$ cat config.mk
export PLATFORM = sky130hd
export DESIGN_NAME = three_channel_sync_timer_core
export DESIGN_NICKNAME = d
export VERILOG_FILES = /design/src/rtl/tsync_pkg.sv /design/src/rtl/tsync_chan.sv /design/src/rtl/tsync_state.sv /design/src/rtl/three_channel_sync_timer_core.sv
export SDC_FILE = /design/constraint.sdc
export NUM_CORES = 1
export LEC_CHECK = 0
export BUFFER_PORTS_ARGS = -buffer_cell sky130_fd_sc_hd__buf_2
export CAP_MARGIN = 10
export CORE_MARGIN = 10
export CORE_UTILIZATION = 50
export CTS_CLUSTER_SIZE = 8
export DETAILED_ROUTE_END_ITERATION = 12
export PLACE_DENSITY = 0.73
export SETUP_SLACK_MARGIN = 0.2
export SYNTH_ARGS = -nofsm -noshare
export SYNTH_HDL_FRONTEND = slang
export SYNTH_HIERARCHICAL = 1
export SYNTH_SLANG_ARGS = --single-unit
$ cat constraint.sdc
create_clock -name i_clk -period 4.9 [get_ports i_clk]
set_clock_uncertainty 0.2 [all_clocks]
set_input_delay 0.245 -clock i_clk [delete_from_list [all_inputs] [get_ports i_clk]]
set_output_delay 0.245 -clock i_clk [all_outputs]
set_load 0.05 [all_outputs]
$ cat src/rtl/tsync_pkg.sv
// Shared types and constants for the three-channel synchronized timer.
package tsync_pkg;

    // Item commands.
    typedef enum logic [2:0] {
        CMD_CPU_CYCLES   = 3'd0,
        CMD_DOTS         = 3'd1,
        CMD_HBLANK_START = 3'd2,
        CMD_HBLANK_END   = 3'd3,
        CMD_VBLANK_START = 3'd4,
        CMD_VBLANK_END   = 3'd5,
        CMD_WRITE        = 3'd6,
        CMD_READ         = 3'd7
    } t_cmd;

    // Register offsets within one counter.
    localparam logic [3:0] OFF_COUNT  = 4'd0;
    localparam logic [3:0] OFF_MODE   = 4'd4;
    localparam logic [3:0] OFF_TARGET = 4'd8;

    // Highest valid counter index.
    localparam logic [1:0] LAST_TIMER = 2'd2;
    localparam int         NumTimers  = 3;

    // Mode register bit positions.
    localparam int MB_SYNC_EN   = 0;
    localparam int MB_SYNC_LO   = 1;
    localparam int MB_SYNC_HI   = 2;
    localparam int MB_ON_TARGET = 3;
    localparam int MB_IRQ_EN    = 4;
    localparam int MB_REPEAT    = 6;
    localparam int MB_TOGGLE    = 7;
    localparam int MB_SRC       = 8;
    localparam int MB_DIV8      = 9;
    localparam int MB_IRQ_LINE  = 10;
    localparam int MB_HIT_TGT   = 11;
    localparam int MB_HIT_MAX   = 12;

    // Sync modes from the two sync bits.
    localparam logic [1:0] SYNC_M0 = 2'd0;
    localparam logic [1:0] SYNC_M1 = 2'd1;
    localparam logic [1:0] SYNC_M2 = 2'd2;
    localparam logic [1:0] SYNC_M3 = 2'd3;

    localparam logic [9:0]  MODE_WRITE_MASK = 10'h3FF;
    localparam logic [17:0] WRAP_LIMIT      = 18'h0FFFF;

    // Per-counter state that changes as the counter advances.
    typedef struct packed {
        logic [12:0] mode;
        logic [16:0] count;
        logic        pend;
        logic        fired;
    } t_chan_st;

endpackage

$ cat src/rtl/tsync_chan.sv
// One counter advance step: increment, wrap check and interrupt raise.
module tsync_chan
    import tsync_pkg::*;
(
    input  logic        i_en,
    input  logic        i_run,
    input  logic [16:0] i_inc,
    input  logic [15:0] i_target,
    input  t_chan_st    i_st,
    output t_chan_st    o_st,
    output logic        o_irq
);

    always_comb begin
        t_chan_st    st;
        logic [17:0] sum;
        logic        hit;

        st    = i_st;
        o_irq = 1'b0;
        sum   = '0;
        hit   = 1'b0;
        if (i_en) begin
            // A pending pulse releases the interrupt line first.
            if (st.pend) begin
                st.mode[MB_IRQ_LINE] = 1'b1;
                st.pend              = 1'b0;
            end

            // Count forward when the sync mode lets the counter run.
            sum = {1'b0, st.count};
            if (i_run) begin
                sum = {1'b0, st.count} + {1'b0, i_inc};
            end

            // Wrap at the target or at the full-scale value.
            if (st.mode[MB_ON_TARGET]) begin
                hit = (sum >= {2'b00, i_target});
            end else begin
                hit = (sum >= WRAP_LIMIT);
            end

            if (hit) begin
                st.count = '0;
                if (st.mode[MB_ON_TARGET]) begin
                    st.mode[MB_HIT_TGT] = 1'b1;
                end else begin
                    st.mode[MB_HIT_MAX] = 1'b1;
                end
                // Raise the interrupt in pulse or toggle form.
                if (st.mode[MB_IRQ_EN]) begin
                    if (st.mode[MB_TOGGLE]) begin
                        if ((st.mode[MB_REPEAT] || !st.fired) && st.mode[MB_IRQ_LINE]) begin
                            st.mode[MB_IRQ_LINE] = 1'b0;
                            st.fired             = 1'b1;
                            o_irq                = 1'b1;
                        end else if (st.mode[MB_REPEAT] && st.fired) begin
                            st.mode[MB_IRQ_LINE] = 1'b1;
                        end
                    end else if (st.mode[MB_IRQ_LINE]) begin
                        st.mode[MB_IRQ_LINE] = 1'b0;
                        st.pend              = 1'b1;
                        o_irq                = 1'b1;
                    end
                end
            end else begin
                st.count = sum[16:0];
            end
        end
        o_st = st;
    end

endmodule

$ cat src/rtl/tsync_state.sv
// Timer state registers and the per-beat update of all three counters.
module tsync_state
    import tsync_pkg::*;
(
    input  logic        i_clk,
    input  logic        i_rst_n,
    input  logic        i_step,
    input  logic [2:0]  i_command,
    input  logic [15:0] i_amount,
    input  logic [1:0]  i_timer_index,
    input  logic [3:0]  i_reg_offset,
    input  logic [15:0] i_write_data,
    output logic [15:0] o_read_data,
    output logic [2:0]  o_irq_mask
);

    t_chan_st    r_ch  [NumTimers];
    logic [15:0] r_tgt [NumTimers];
    logic [2:0]  r_rem;
    logic [1:0]  r_start;
    logic        r_hblank;
    logic        r_vblank;

    t_chan_st    n_ch  [NumTimers];
    logic [15:0] n_tgt [NumTimers];
    logic [2:0]  n_rem;
    logic [1:0]  n_start;
    logic        n_hblank;
    logic        n_vblank;

    logic        w_en  [NumTimers];
    logic        w_run [NumTimers];
    logic [16:0] w_inc [NumTimers];
    t_chan_st    w_adv [NumTimers];
    logic [2:0]  w_irq;
    logic [16:0] w_total;
    t_cmd        w_cmd;

    assign w_cmd   = t_cmd'(i_command);
    assign w_total = {14'd0, r_rem} + {1'b0, i_amount};

    // Run gating from each counter's sync mode.
    always_comb begin
        logic [1:0] sm;
        logic       blank;

        for (int i = 0; i < NumTimers; i++) begin
            sm    = r_ch[i].mode[MB_SYNC_HI:MB_SYNC_LO];
            blank = (i == 0) ? r_hblank : r_vblank;
            w_run[i] = 1'b1;
            if (r_ch[i].mode[MB_SYNC_EN]) begin
                if (i == NumTimers - 1) begin
                    w_run[i] = (sm == SYNC_M1) || (sm == SYNC_M2);
                end else begin
                    case (sm)
                        SYNC_M0: w_run[i] = !blank;
                        SYNC_M2: w_run[i] = blank;
                        SYNC_M3: w_run[i] = r_start[i];
                        default: w_run[i] = 1'b1;
                    endcase
                end
            end
        end
    end

    // Which counters advance this beat, and by how much.
    always_comb begin
        for (int i = 0; i < NumTimers; i++) begin
            w_en[i]  = 1'b0;
            w_inc[i] = '0;
        end
        case (w_cmd)
            CMD_CPU_CYCLES: begin
                w_en[0]  = !r_ch[0].mode[MB_SRC];
                w_inc[0] = {1'b0, i_amount};
                w_en[1]  = !r_ch[1].mode[MB_SRC];
                w_inc[1] = {1'b0, i_amount};
                w_en[2]  = 1'b1;
                w_inc[2] = r_ch[2].mode[MB_DIV8] ? {3'd0, w_total[16:3]} : w_total;
            end
            CMD_DOTS: begin
                w_en[0]  = r_ch[0].mode[MB_SRC];
                w_inc[0] = {1'b0, i_amount};
            end
            CMD_HBLANK_START: begin
                w_en[1]  = r_ch[1].mode[MB_SRC];
                w_inc[1] = 17'd1;
            end
            default: begin
                w_en[0] = 1'b0;
            end
        endcase
    end

    // The three counter advance units.
    for (genvar g = 0; g < NumTimers; g++) begin : g_chan
        tsync_chan u_chan (
            .i_en     (w_en[g]),
            .i_run    (w_run[g]),
            .i_inc    (w_inc[g]),
            .i_target (r_tgt[g]),
            .i_st     (r_ch[g]),
            .o_st     (w_adv[g]),
            .o_irq    (w_irq[g])
        );
    end

    // Blank sync, register access and read data.
    always_comb begin
        logic [1:0] sm0;
        logic [1:0] sm1;

        sm0 = r_ch[0].mode[MB_SYNC_HI:MB_SYNC_LO];
        sm1 = r_ch[1].mode[MB_SYNC_HI:MB_SYNC_LO];
        for (int i = 0; i < NumTimers; i++) begin
            n_ch[i]  = w_adv[i];
            n_tgt[i] = r_tgt[i];
        end
        n_rem       = r_rem;
        n_start     = r_start;
        n_hblank    = r_hblank;
        n_vblank    = r_vblank;
        o_read_data = '0;
        case (w_cmd)
            CMD_CPU_CYCLES: begin
                n_rem = r_ch[2].mode[MB_DIV8] ? w_total[2:0] : 3'd0;
            end
            CMD_HBLANK_START: begin
                n_hblank = 1'b1;
                if (r_ch[0].mode[MB_SYNC_EN]) begin
                    if ((sm0 == SYNC_M1) || (sm0 == SYNC_M2)) begin
                        n_ch[0].count = '0;
                    end else if (sm0 == SYNC_M3) begin
                        n_start[0] = 1'b1;
                    end
                end
            end
            CMD_HBLANK_END: begin
                n_hblank = 1'b0;
            end
            CMD_VBLANK_START: begin
                n_vblank = 1'b1;
                if (r_ch[1].mode[MB_SYNC_EN]) begin
                    if ((sm1 == SYNC_M1) || (sm1 == SYNC_M2)) begin
                        n_ch[1].count = '0;
                    end else if (sm1 == SYNC_M3) begin
                        n_start[1] = 1'b1;
                    end
                end
            end
            CMD_VBLANK_END: begin
                n_vblank = 1'b0;
            end
            CMD_WRITE: begin
                if (i_timer_index <= LAST_TIMER) begin
                    if (i_reg_offset == OFF_COUNT) begin
                        n_ch[i_timer_index].count = {1'b0, i_write_data};
                    end else if (i_reg_offset == OFF_MODE) begin
                        n_ch[i_timer_index].mode  = {3'b001, i_write_data[9:0] & MODE_WRITE_MASK};
                        n_ch[i_timer_index].count = '0;
                        n_ch[i_timer_index].fired = 1'b0;
                        if (i_timer_index != LAST_TIMER) begin
                            n_start[i_timer_index[0]] = 1'b0;
                        end
                    end else if (i_reg_offset == OFF_TARGET) begin
                        n_tgt[i_timer_index] = i_write_data;
                    end
                end
            end
            CMD_READ: begin
                if (i_timer_index <= LAST_TIMER) begin
                    if (i_reg_offset == OFF_COUNT) begin
                        o_read_data = r_ch[i_timer_index].count[15:0];
                    end else if (i_reg_offset == OFF_MODE) begin
                        o_read_data = {3'b000, r_ch[i_timer_index].mode};
                        n_ch[i_timer_index].mode[MB_HIT_TGT] = 1'b0;
                        n_ch[i_timer_index].mode[MB_HIT_MAX] = 1'b0;
                    end else if (i_reg_offset == OFF_TARGET) begin
                        o_read_data = r_tgt[i_timer_index];
                    end
                end
            end
            default: begin
                n_rem = r_rem;
            end
        endcase
    end

    assign o_irq_mask = w_irq;

    // State update on each processed beat.
    always_ff @(posedge i_clk) begin
        if (!i_rst_n) begin
            for (int i = 0; i < NumTimers; i++) begin
                r_ch[i]  <= '0;
                r_tgt[i] <= '0;
            end
            r_rem    <= '0;
            r_start  <= '0;
            r_hblank <= 1'b0;
            r_vblank <= 1'b0;
        end else if (i_step) begin
            for (int i = 0; i < NumTimers; i++) begin
                r_ch[i]  <= n_ch[i];
                r_tgt[i] <= n_tgt[i];
            end
            r_rem    <= n_rem;
            r_start  <= n_start;
            r_hblank <= n_hblank;
            r_vblank <= n_vblank;
        end
    end

endmodule

$ cat src/rtl/three_channel_sync_timer_core.sv
// Top level of the three-channel synchronized timer: input and result registers.
//
//   Channel | Handshake                 | Payload
//   --------+---------------------------+------------------------------------------
//   in      | i_in_valid / o_in_ready   | i_command, i_amount, i_timer_index,
//           |                           | i_reg_offset, i_write_data
//   out     | o_out_valid / i_out_ready | o_read_data, o_irq_mask
//
// Each beat is registered at the input, processed combinationally by the three
// counter units, and its result registered at the output.
// One beat per cycle is sustained while the output is not stalled.
// Reset is synchronous and active low and clears all timer state and both valids.
// A stalled output holds its result while the input register keeps one more beat.
module three_channel_sync_timer_core
    import tsync_pkg::*;
(
    input  logic        i_clk,
    input  logic        i_rst_n,
    input  logic        i_in_valid,
    output logic        o_in_ready,
    input  logic [2:0]  i_command,
    input  logic [15:0] i_amount,
    input  logic [1:0]  i_timer_index,
    input  logic [3:0]  i_reg_offset,
    input  logic [15:0] i_write_data,
    output logic        o_out_valid,
    input  logic        i_out_ready,
    output logic [15:0] o_read_data,
    output logic [2:0]  o_irq_mask
);

    logic        r_in_valid;
    logic [2:0]  r_command;
    logic [15:0] r_amount;
    logic [1:0]  r_timer_index;
    logic [3:0]  r_reg_offset;
    logic [15:0] r_write_data;

    logic        r_out_valid;
    logic [15:0] r_read_data;
    logic [2:0]  r_irq_mask;

    logic        w_step;
    logic [15:0] w_read_data;
    logic [2:0]  w_irq_mask;

    // A held beat is processed once the result register is free.
    assign w_step      = r_in_valid && (!r_out_valid || i_out_ready);
    assign o_in_ready  = !r_in_valid || w_step;
    assign o_out_valid = r_out_valid;
    assign o_read_data = r_read_data;
    assign o_irq_mask  = r_irq_mask;

    // Input register control.
    always_ff @(posedge i_clk) begin
        if (!i_rst_n) begin
            r_in_valid <= 1'b0;
        end else if (o_in_ready) begin
            r_in_valid <= i_in_valid;
        end
    end

    // Input register payload.
    always_ff @(posedge i_clk) begin
        if (o_in_ready && i_in_valid) begin
            r_command     <= i_command;
            r_amount      <= i_amount;
            r_timer_index <= i_timer_index;
            r_reg_offset  <= i_reg_offset;
            r_write_data  <= i_write_data;
        end
    end

    // Timer state and per-beat update.
    tsync_state u_state (
        .i_clk         (i_clk),
        .i_rst_n       (i_rst_n),
        .i_step        (w_step),
        .i_command     (r_command),
        .i_amount      (r_amount),
        .i_timer_index (r_timer_index),
        .i_reg_offset  (r_reg_offset),
        .i_write_data  (r_write_data),
        .o_read_data   (w_read_data),
        .o_irq_mask    (w_irq_mask)
    );

    // Result register control.
    always_ff @(posedge i_clk) begin
        if (!i_rst_n) begin
            r_out_valid <= 1'b0;
        end else if (w_step) begin
            r_out_valid <= 1'b1;
        end else if (i_out_ready) begin
            r_out_valid <= 1'b0;
        end
    end

    // Result register payload.
    always_ff @(posedge i_clk) begin
        if (w_step) begin
            r_read_data <= w_read_data;
            r_irq_mask  <= w_irq_mask;
        end
    end

endmodule

Word level (Yosys, flattened, before mapping):

Memories as Yosys holds them, arrays and structs flattened. A register that Yosys moved wholly into a read port is not among the register bits.
Cells that the tools add are included.

* flip-flop bits (word level): 69
* input bits: 45
* RAM bits: 144
* ROM bits: 0
* memories: 2
* latch bits: 0

* reductions and logical operators: 46
* bitwise operators: 9
* add/sub/neg operators: 4
* order comparisons: 11
* equality and inequality tests: 28
* multipliers: 0
* div/mod/pow operators: 0
* shift-type cells: 0
* muxes and demuxes: 157

Memories
* u_state.r_ch: words 3, bits a word 32, read ports 4, clocked after memory_dff 1, wr ports 3, line tsync_state.sv:17 `t_chan_st r_ch [NumTimers];`
* u_state.r_tgt: words 3, bits a word 16, read ports 4, clocked after memory_dff 1, wr ports 3, line tsync_state.sv:18 `logic [15:0] r_tgt [NumTimers];`

Operator list (number)
* $bwmux W96: 6
* $mux W96: 6
* $demux W32 S2: 5
* $mux W48: 5
* $mux W32: 5
* $mux W17: 9
* $mux W16: 8
* $mux W18: 6
* $pmux W17 S3: 2
* $mux W19: 4
* $pmux W34 S2: 1
* $mux W1: 66
* $ge A18 B16 Y1: 3
* $ge A18 B16 Y1 const B: 3
* $bwmux W48: 1
* $add A17 B16 Y18: 2
* $demux W16 S2: 1
* $pmux W16 S2: 1
* $mux W31: 1
* $pmux W15 S2: 1
* $pmux W13 S2: 1
* $mux W2: 12
* $mux W3: 7
* $add A17 B17 Y18: 1
* other kinds (33): 98

Longest topological paths before layout:

Gate-level depths: netlist (run 1).

* depth in word-level cells: 19
* mapped depth: 29
* depth with buffers taken out: 27

Hierarchy:

The synthesis (run 1) kept the hierarchy.

Modules (own cells, without submodules)
* tsync_state: sequential area each 4464.3 sq um, area an instance 9198.8 sq um, cells each 946, times used 1
* tsync_chan (u_state.g_chan[0].u_chan ...): sequential area each 0.0 sq um, area an instance 2164.6 sq um, cells each 327, times used 2
* tsync_chan (u_state.g_chan[1].u_chan): sequential area each 0.0 sq um, area an instance 2170.8 sq um, cells each 320, times used 1
* three_channel_sync_timer_core: sequential area each 1841.8 sq um, area an instance 1905.6 sq um, cells each 69, times used 1

Worst setup path after synthesis (run 1):

Ideal clock, no wire load.

* path kind: reg2reg
* start: register r_amount[0]
* end: memory u_state/r_ch[2][12] (netlist bit), data pin
* slack: -493 ps
* setup time: 256 ps
* buffers on the path: 1
* data arrival time: 4936 ps
* data required time: 4444 ps
* stages on the path, launching flop included: 28
* period minus slack after synthesis: 5393 ps
* cell sequence: edfxtp_1 > ha_1 > inv_1 > fa_1 > nor2b_1 > o21ai_0 > xnor2_1 > nor2_1 > a211oi_1 > ha_1 > a211oi_2 > o21ai_2 > a211oi_1 > o21ai_0 > xnor2_1 > nand2_1 > o21ai_0 > ha_1 > and3_1 > o2111ai_1 > nor2_1 > o21ai_0 > o211a_1 > nand2b_1 > nand3_2 > buf_4 > o22ai_1 > a22o_1

RTL lines
* start, declared: line three_channel_sync_timer_core.sv:34 `logic [15:0] r_amount;`
* start signal, assigned: line three_channel_sync_timer_core.sv:67 `r_amount <= i_amount;`
* end, declared: line tsync_state.sv:17

==> results of run 1 <==
==> cells by family after synthesis <==
group	count (synthesis)	share of synthesized area, %
AND/OR/NAND/NOR	658	18.6
AO/OA/AOI/OAI	600	23.0
XOR/XNOR	28	1.39
adder cells (fa/ha/maj)	115	8.33
multiplexers	88	5.48
flip-flops	213	35.8
other	1	0.0213
buffers and inverters	286	7.35
==> through the flow <==
step	cells	setup slack [ps]	power [uW]	utilization [%]
6_report	2749	-572	5880	65.9
4_1_cts	2728	-489	5770	64.0
5_1_grt	2749	-777	6080	65.9
2_1_floorplan	1990	-139	3050	-
3_3_place_gp	2588	-528	3510	56.7
3_5_place_dp	2588	-637	3540	56.7
==> what timing repair did <==
action                                 in CTS  in global routing
hold buffers                               46                  0
endpoints found under the hold margin      46                  0
setup endpoints to repair                  64                 64
pin swaps                                  72                 61
setup buffers                              36                 21
resized for setup                         166                 88
cloned                                      2                  0
==> critical path, cell delays in order, from the launching register on <==
cell       delay [ps]
edfxtp_1          350
ha_2              200
inv_2              40
fa_2              370
nor2b_4           190
buf_6             130
o211ai_1           90
xnor2_1           210
nor2_1             80
a211oi_2          250
ha_1              330
a21oi_2           200
o22ai_2           120
a211o_1           270
a2111o_1          420
o311ai_4          120
ha_1              210
and3_1            170
o2111ai_2         130
nor2_1            120
o21ai_1            70
o211a_1           220
nand2b_4          160
nand3_4           110
buf_12            160
o22ai_1            90
a22o_1            220
==> final timing paths <==
kind	start	to	slack [ps]	cells past startpoint
hold reg to reg	u_state/r_rem[0]	u_state/r_rem[0]	270	2
setup / recovery	r_amount[0]	u_state/r_ch[2][14]	-570	26
setup reg to reg	r_amount[0]	u_state/r_ch[2][14]	-570	26
hold / removal	i_write_data[15]	r_write_data[15]	160	2
==> state kept, by name, indices dropped and copies added, names as in the netlist <==
| name | count |
|---|---|
| u_state/r_vblank | 1 |
| r_in_valid | 1 |
| r_timer_index | 2 |
| r_amount | 16 |
| u_state/r_tgt | 48 |
| r_write_data | 16 |
| u_state/r_ch | 96 |
| o_out_valid | 1 |
| r_reg_offset | 4 |
| o_irq_mask | 3 |
| u_state/r_rem | 3 |
| o_read_data | 16 |
| u_state/r_start | 2 |
| u_state/r_hblank | 1 |
| r_command | 3 |
==> metal layers <==
layer	vias to the layer above	share of wire, %
met5	-	0.020
met4	2	5.5
met3	209	11
met2	1128	44
met1	8304	39
li1	7913	-
==> placed cells by master, fill, tap and decap left out, types with 18 or more instances in the layout <==
master	Yosys	routed
a21o_1	24	24
buf_2	28	65
nand2_1	261	256
clkbuf_16	0	31
nor3_1	28	20
nand4_1	19	19
dlygate4sd3_1	0	46
ha_1	110	77
clkbuf_1	74	22
ha_4	0	25
a21oi_1	172	142
edfxtp_1	204	204
o22ai_1	54	30
o22ai_2	0	21
a21oi_2	3	25
nor2_1	130	123
nand3_1	38	34
a211oi_1	60	44
o21ai_0	92	74
mux2_2	21	21
mux2i_1	61	58
a22o_1	27	27
buf_6	4	19
and2_1	44	33
inv_1	125	123
buf_4	40	264
nor2b_1	20	18
==> area by class of cell <==
type / instances / area, sq um / share of cell area (%)
well taps: 455 / 569 / 2.50
flip-flops and latches: 213 / 6310 / 27.6
repair buffers: 405 / 3190 / 14.0
inverters: 129 / 489 / 2.14
multi-input cells: 1491 / 11400 / 49.8
clock inverters: 2 / 27.5 / 0.121
clock buffers: 54 / 872 / 3.82
==> power by group through the flow <==
stage	sequential [uW]	clock, uW	combinational [uW]
final	2260	2030	1590
after global routing	2270	2130	1690
after CTS	2250	2060	1460
after detailed placement	2280	0	1260
after global placement	2280	0	1230
after floorplan	2230	0	824
==> out/qor.yml, run 1 <==
status: "finished, violations left"
violations: "negative setup slack"
design_area_sq_mm: 0.0228
synth_cells: 1989
viasPerCell: 6.39
cts.sinks: 213
max_slew_margin_pct: 24.1
antenna_found_initial: 1
synth.distinct_cells: 95
fp.dieArea_sq_mm: 0.0431
core_sq_mm: 0.0346
rsz0062_at_grt: "yes"
ir_drop_uv: 268
synth_top_area_share_pct: 34.8
wl_per_cell_um: 23.6
fp.dieH_um: 208
post-route-drc-count: 0
layout-drive-gt1-share_pct: 29.0
layout.nets: 2430
leakagePower_uw: 0.00922
cts_buffers: 31
dr.pass1.iters: 7
required_ps: 5040
p_sw_uw: 1870
cts-root-buf: "clkbuf_16"
synth.top_cells.by_area: "edfxtp_1 (35%), ha_1 (7.8%), nand2_1 (5.6%), a21oi_1 (4.9%), mux2i_1 (3.5%)"
p_int_uw: 4010
grt_max_degree: 73
place.gp.congestion: 0.982
vias: 17556
fin_hold_ws_ps: 163
synthFlopType: "edfxtp_1"
finalCriticalPeriod_ps: 5470
fin_ws_ps: -572
cp.arrival_ps: 5610
synth_edf_count: 204
async_flop_share_pct: 0
syn_area_per_cell_sq_um: 8.85
dieWidth_um: 208
antenna_cells: 0
setup_viol: 40
initial_core_util_pct: 50.8
cap_viol_max_count: 0
synth.most_common_cell: "nand2_1"
grt_pass1_wl_mm: 96.1
period_share_pct: 112
placed_area_sq_mm: 0.0196
h-tree-depth: 1
grt_pass1_vias: 16483
fmax_ghz: 0.183
min_path_type: "input pin to flop"
slew_violations: 0
ys_ff_latch: 213
crit_path_end_kind: "flop"
dp_hpwl_mm: 45.2
n_fill_cell: 2713
ys_seq_area_share_pct: 35.8
grt_util_met1_pct: 36.2
seqPwrFrac_pct: 38.5
clkTransAtPathRegs_ps: 50
tritoncts: "yes"
start_kind: "flop"
clkPwrFrac_pct: 34.5
hold_viol: 0
synth_common_cells: "nand2_1 (261), edfxtp_1 (204), a21oi_1 (172)"
p_sw_share_pct: 31.7
rows: 68
port_buffers: 65
grt-ovfl-total: 0
yosysTopAreaCell: "edfxtp_1"
tns_ps: -11560
drtAntennaViolNets: 0
crit_fanout: 16
clk_latency_ps: 600
grt.met2_usage_pct: 43.1
ys_warn_count: 6
crit_type: "flop to flop"
use_met3_pct: 5.17
power_density_mw_per_mm2: 258
pin_count: 66
wl_mm: 64.9
netlist_area_sq_mm: 0.0176
cts.path.max_buffers: 3
comb_power_share_pct: 27.0
grt_most_used_layer: "met2"
tightest_slew_ps: 1130
grt.total_usage_pct: 27.6
drt_iter0_drc: 2272
syn_to_final_growth_pct: 29.6
Power figures use the tool's default switching activity.
==> run 2: changes to the inputs <==
- BUFFER_PORTS_ARGS: -buffer_cell sky130_fd_sc_hd__buf_2 -> -buffer_cell sky130_fd_sc_hd__buf_4
- CTS_CLUSTER_SIZE: 8 -> not set
==> run 2 against run 1 <==
  * The run still ends with negative setup slack left
  * Utilization increased by 1.0 points
  * Non-clock buffer count decreased by 1
  * Register-to-register slack got worse by 90 ps
  * Wire length decreased by 1.5%
  * Clock-buffer cell count decreased by 22
  * Clock power increased by 6%
  * Largest cell class unchanged
  * Final area increased by 1.5%
  * Combinational power about the same
  * Highest routed layer is now met4
  * Worst hold slack improved by 24 ps
==> out/qor.yml, run 2 (synthesized netlist as in run 1, its figures left out) <==
status: "finished, violations left"  # unchanged
violations: "negative setup slack"  # unchanged
wl_per_cell_um: 23.3  # was 23.6 um
clkTransAtPathRegs_ps: 60  # was 50 ps
design_area_sq_mm: 0.0232  # was 0.0228 sq mm
n_fill_cell: 2622  # was 2713
place.gp.congestion: 1.00  # was 0.982
cp.arrival_ps: 5660  # was 5610 ps
top_register: "u_state/r_ch"  # unchanged
finalPower_uw: 6040  # was 5880 uW
period_share_pct: 114  # was 112%
h-tree-depth: 1  # unchanged
dieWidth_um: 208  # unchanged
max_slew_margin_pct: 28.4  # was 24.1%
finalCriticalPeriod_ps: 5560  # was 5470 ps
cts.sinks: 213  # unchanged
grt_max_degree: 69  # was 73
r2r_end: "u_state/r_ch[2][0]"  # was u_state/r_ch[2][14]
port_buffers: 65  # unchanged
drtAntennaViolNets: 0  # unchanged
reg2reg_depth: 28  # was 26
min_path_type: "input pin to flop"  # unchanged
syn_to_final_growth_pct: 31.6  # was 29.6%
rrSetupSlack_ps: -660  # was -570 ps
initial_core_util_pct: 50.8  # unchanged
final_cell_mix: "buf_4 (326), nand2_1 (252), edfxtp_1 (204)"  # was buf_4 (264), nand2_1 (256), edfxtp_1 (204)
grt-ovfl-total: 0  # unchanged
antenna_found_initial: 0  # was 1
crit_type: "flop to flop"  # unchanged
leakagePower_uw: 0.00936  # was 0.00922 uW
crit_fanout: 5  # was 16
placed_area_sq_mm: 0.0198  # was 0.0196 sq mm
register_area_sq_mm: 0.00631  # about the same
ir_drop_uv: 259  # was 268 uV
slew_violations: 0  # unchanged
tritoncts: "yes"  # unchanged
core_sq_mm: 0.0346  # unchanged
viasPerCell: 6.34  # was 6.39
start_kind: "flop"  # unchanged
largest_reg_flops: 96  # unchanged
drt_iter0_drc: 2085  # was 2272
dp_cells: 2585  # was 2588
setup_viol: 41  # was 40
cap_viol_max_count: 0  # unchanged
antenna_cells: 0  # unchanged
hold_viol: 0  # unchanged
clk_latency_ps: 570  # was 600 ps
required_ps: 4990  # was 5040 ps
rr_startpoint: "r_amount[0]"  # unchanged
wl_mm: 63.9  # was 64.9 mm
fp.dieH_um: 208  # unchanged
grt_pass1_wl_mm: 93.9  # was 96.1 mm
layout.nets: 2426  # was 2430
cts_buffers: 27  # was 31
grt.total_usage_pct: 27.0  # was 27.6%
pin_count: 66  # unchanged
hold_start: "i_write_data[4]"  # was i_write_data[15]
fin_hold_ws_ps: 186  # was 163 ps
cts-root-buf: "clkbuf_16"  # unchanged
hold-path-cell-count: 2  # unchanged
tightest_slew_ps: 1070  # was 1130 ps
cts.path.max_buffers: 3  # unchanged
crit_path_end_kind: "flop"  # unchanged
multiInputGateArea_sq_mm: 0.0115  # was 0.0114 sq mm
biggestRegsByFlops: "u_state/r_ch (96), u_state/r_tgt (48)"  # unchanged
cp_slowest_cell: "fa_2"  # was a2111o_1
tns_ps: -14070  # was -11560 ps
power_density_mw_per_mm2: 261  # was 258 mW/mm^2
dp_hpwl_mm: 44.6  # was 45.2 mm
fmax_ghz: 0.180  # was 0.183 GHz
rsz0062_at_grt: "yes"  # unchanged
post-route-drc-count: 0  # unchanged
dr.pass1.iters: 6  # was 7
vias: 17368  # was 17556
rows: 68  # unchanged
final_common_cell: "buf_4"  # unchanged
hold_end: "r_write_data[4]"  # was r_write_data[15]
max_stage_delay_ps: 380  # was 420 ps
grt_pass1_vias: 16395  # was 16483
fp.dieArea_sq_mm: 0.0431  # unchanged
fin_ws_ps: -665  # was -572 ps
layout-drive-gt1-share_pct: 30.2  # was 29.0%
layoutNonFillerInstCount: 2741  # was 2749
-- run 2: worst max-delay path by stage --
stage                start             endpoint  slack [ps]  cells after the start
6_report       r_amount[0]   u_state/r_ch[2][0]        -660                     28
5_1_grt        r_amount[0]   u_state/r_ch[2][0]        -900                     28
4_1_cts        r_amount[0]  u_state/r_ch[2][14]        -480                     25
3_5_place_dp   r_amount[0]   u_state/r_ch[2][0]        -640                     26
3_3_place_gp   r_amount[0]   u_state/r_ch[2][0]        -550                     28
2_1_floorplan  r_amount[0]   u_state/r_ch[2][0]        -140                     26
-- run 2: final cells by class --
| type | instances | area share (%) |
|---|---|---|
| clock inverters | 16 | 0.978 |
| well taps | 455 | 2.46 |
| flip-flops and latches | 213 | 27.2 |
| repair buffers | 404 | 14.5 |
| inverters | 129 | 2.11 |
| multi-input cells | 1492 | 49.6 |
| clock buffers | 32 | 3.13 |
-- run 2: per-stage QoR --
stage | util (%) | worst slack (ps)
2_1_floorplan | - | -139
3_3_place_gp | 57.2 | -548
3_5_place_dp | 57.2 | -641
4_1_cts | 63.4 | -480
5_1_grt | 66.9 | -904
6_report | 66.9 | -665
-- run 2: power breakdown --
group	internal [uW]	switching (uW)
Clock	1320	832
Sequential	2110	154
Combinational	736	888
Total	4160	1870
-- run 2: what timing repair did --
action | CTS | global route
cloned | 3 | 1
hold buffers | 46 | 0
resized for setup | 103 | 184
endpoints found under the setup margin | 64 | 65
endpoints found under the hold margin | 50 | 0
pin swaps | 39 | 115
buffers inserted | 24 | 34
-- run 2: per-layer routing --
metal / wire length [um] / global-route usage (%) / part of all wire [%] / vias up
met1: 25400 / 35.0 / 40 / 8316
met3: 6350 / 4.86 / 9.9 / 183
met4: 3740 / 14.1 / 5.9 / 0
li1: - / - / - / 7896
met5: 0 / 0 / 0 / -
met2: 28500 / 42.3 / 45 / 973
-- run 2: critical path, delay by kind of cell, from the launching register on --
family	cells	cell delay, ps
AO/OA/AOI/OAI	10	1890
buffers and inverters	4	490
multiplexers	1	270
AND/OR/NAND/NOR	8	790
flip-flops	1	350
XOR/XNOR	1	160
adder cells (fa/ha/maj)	4	1130
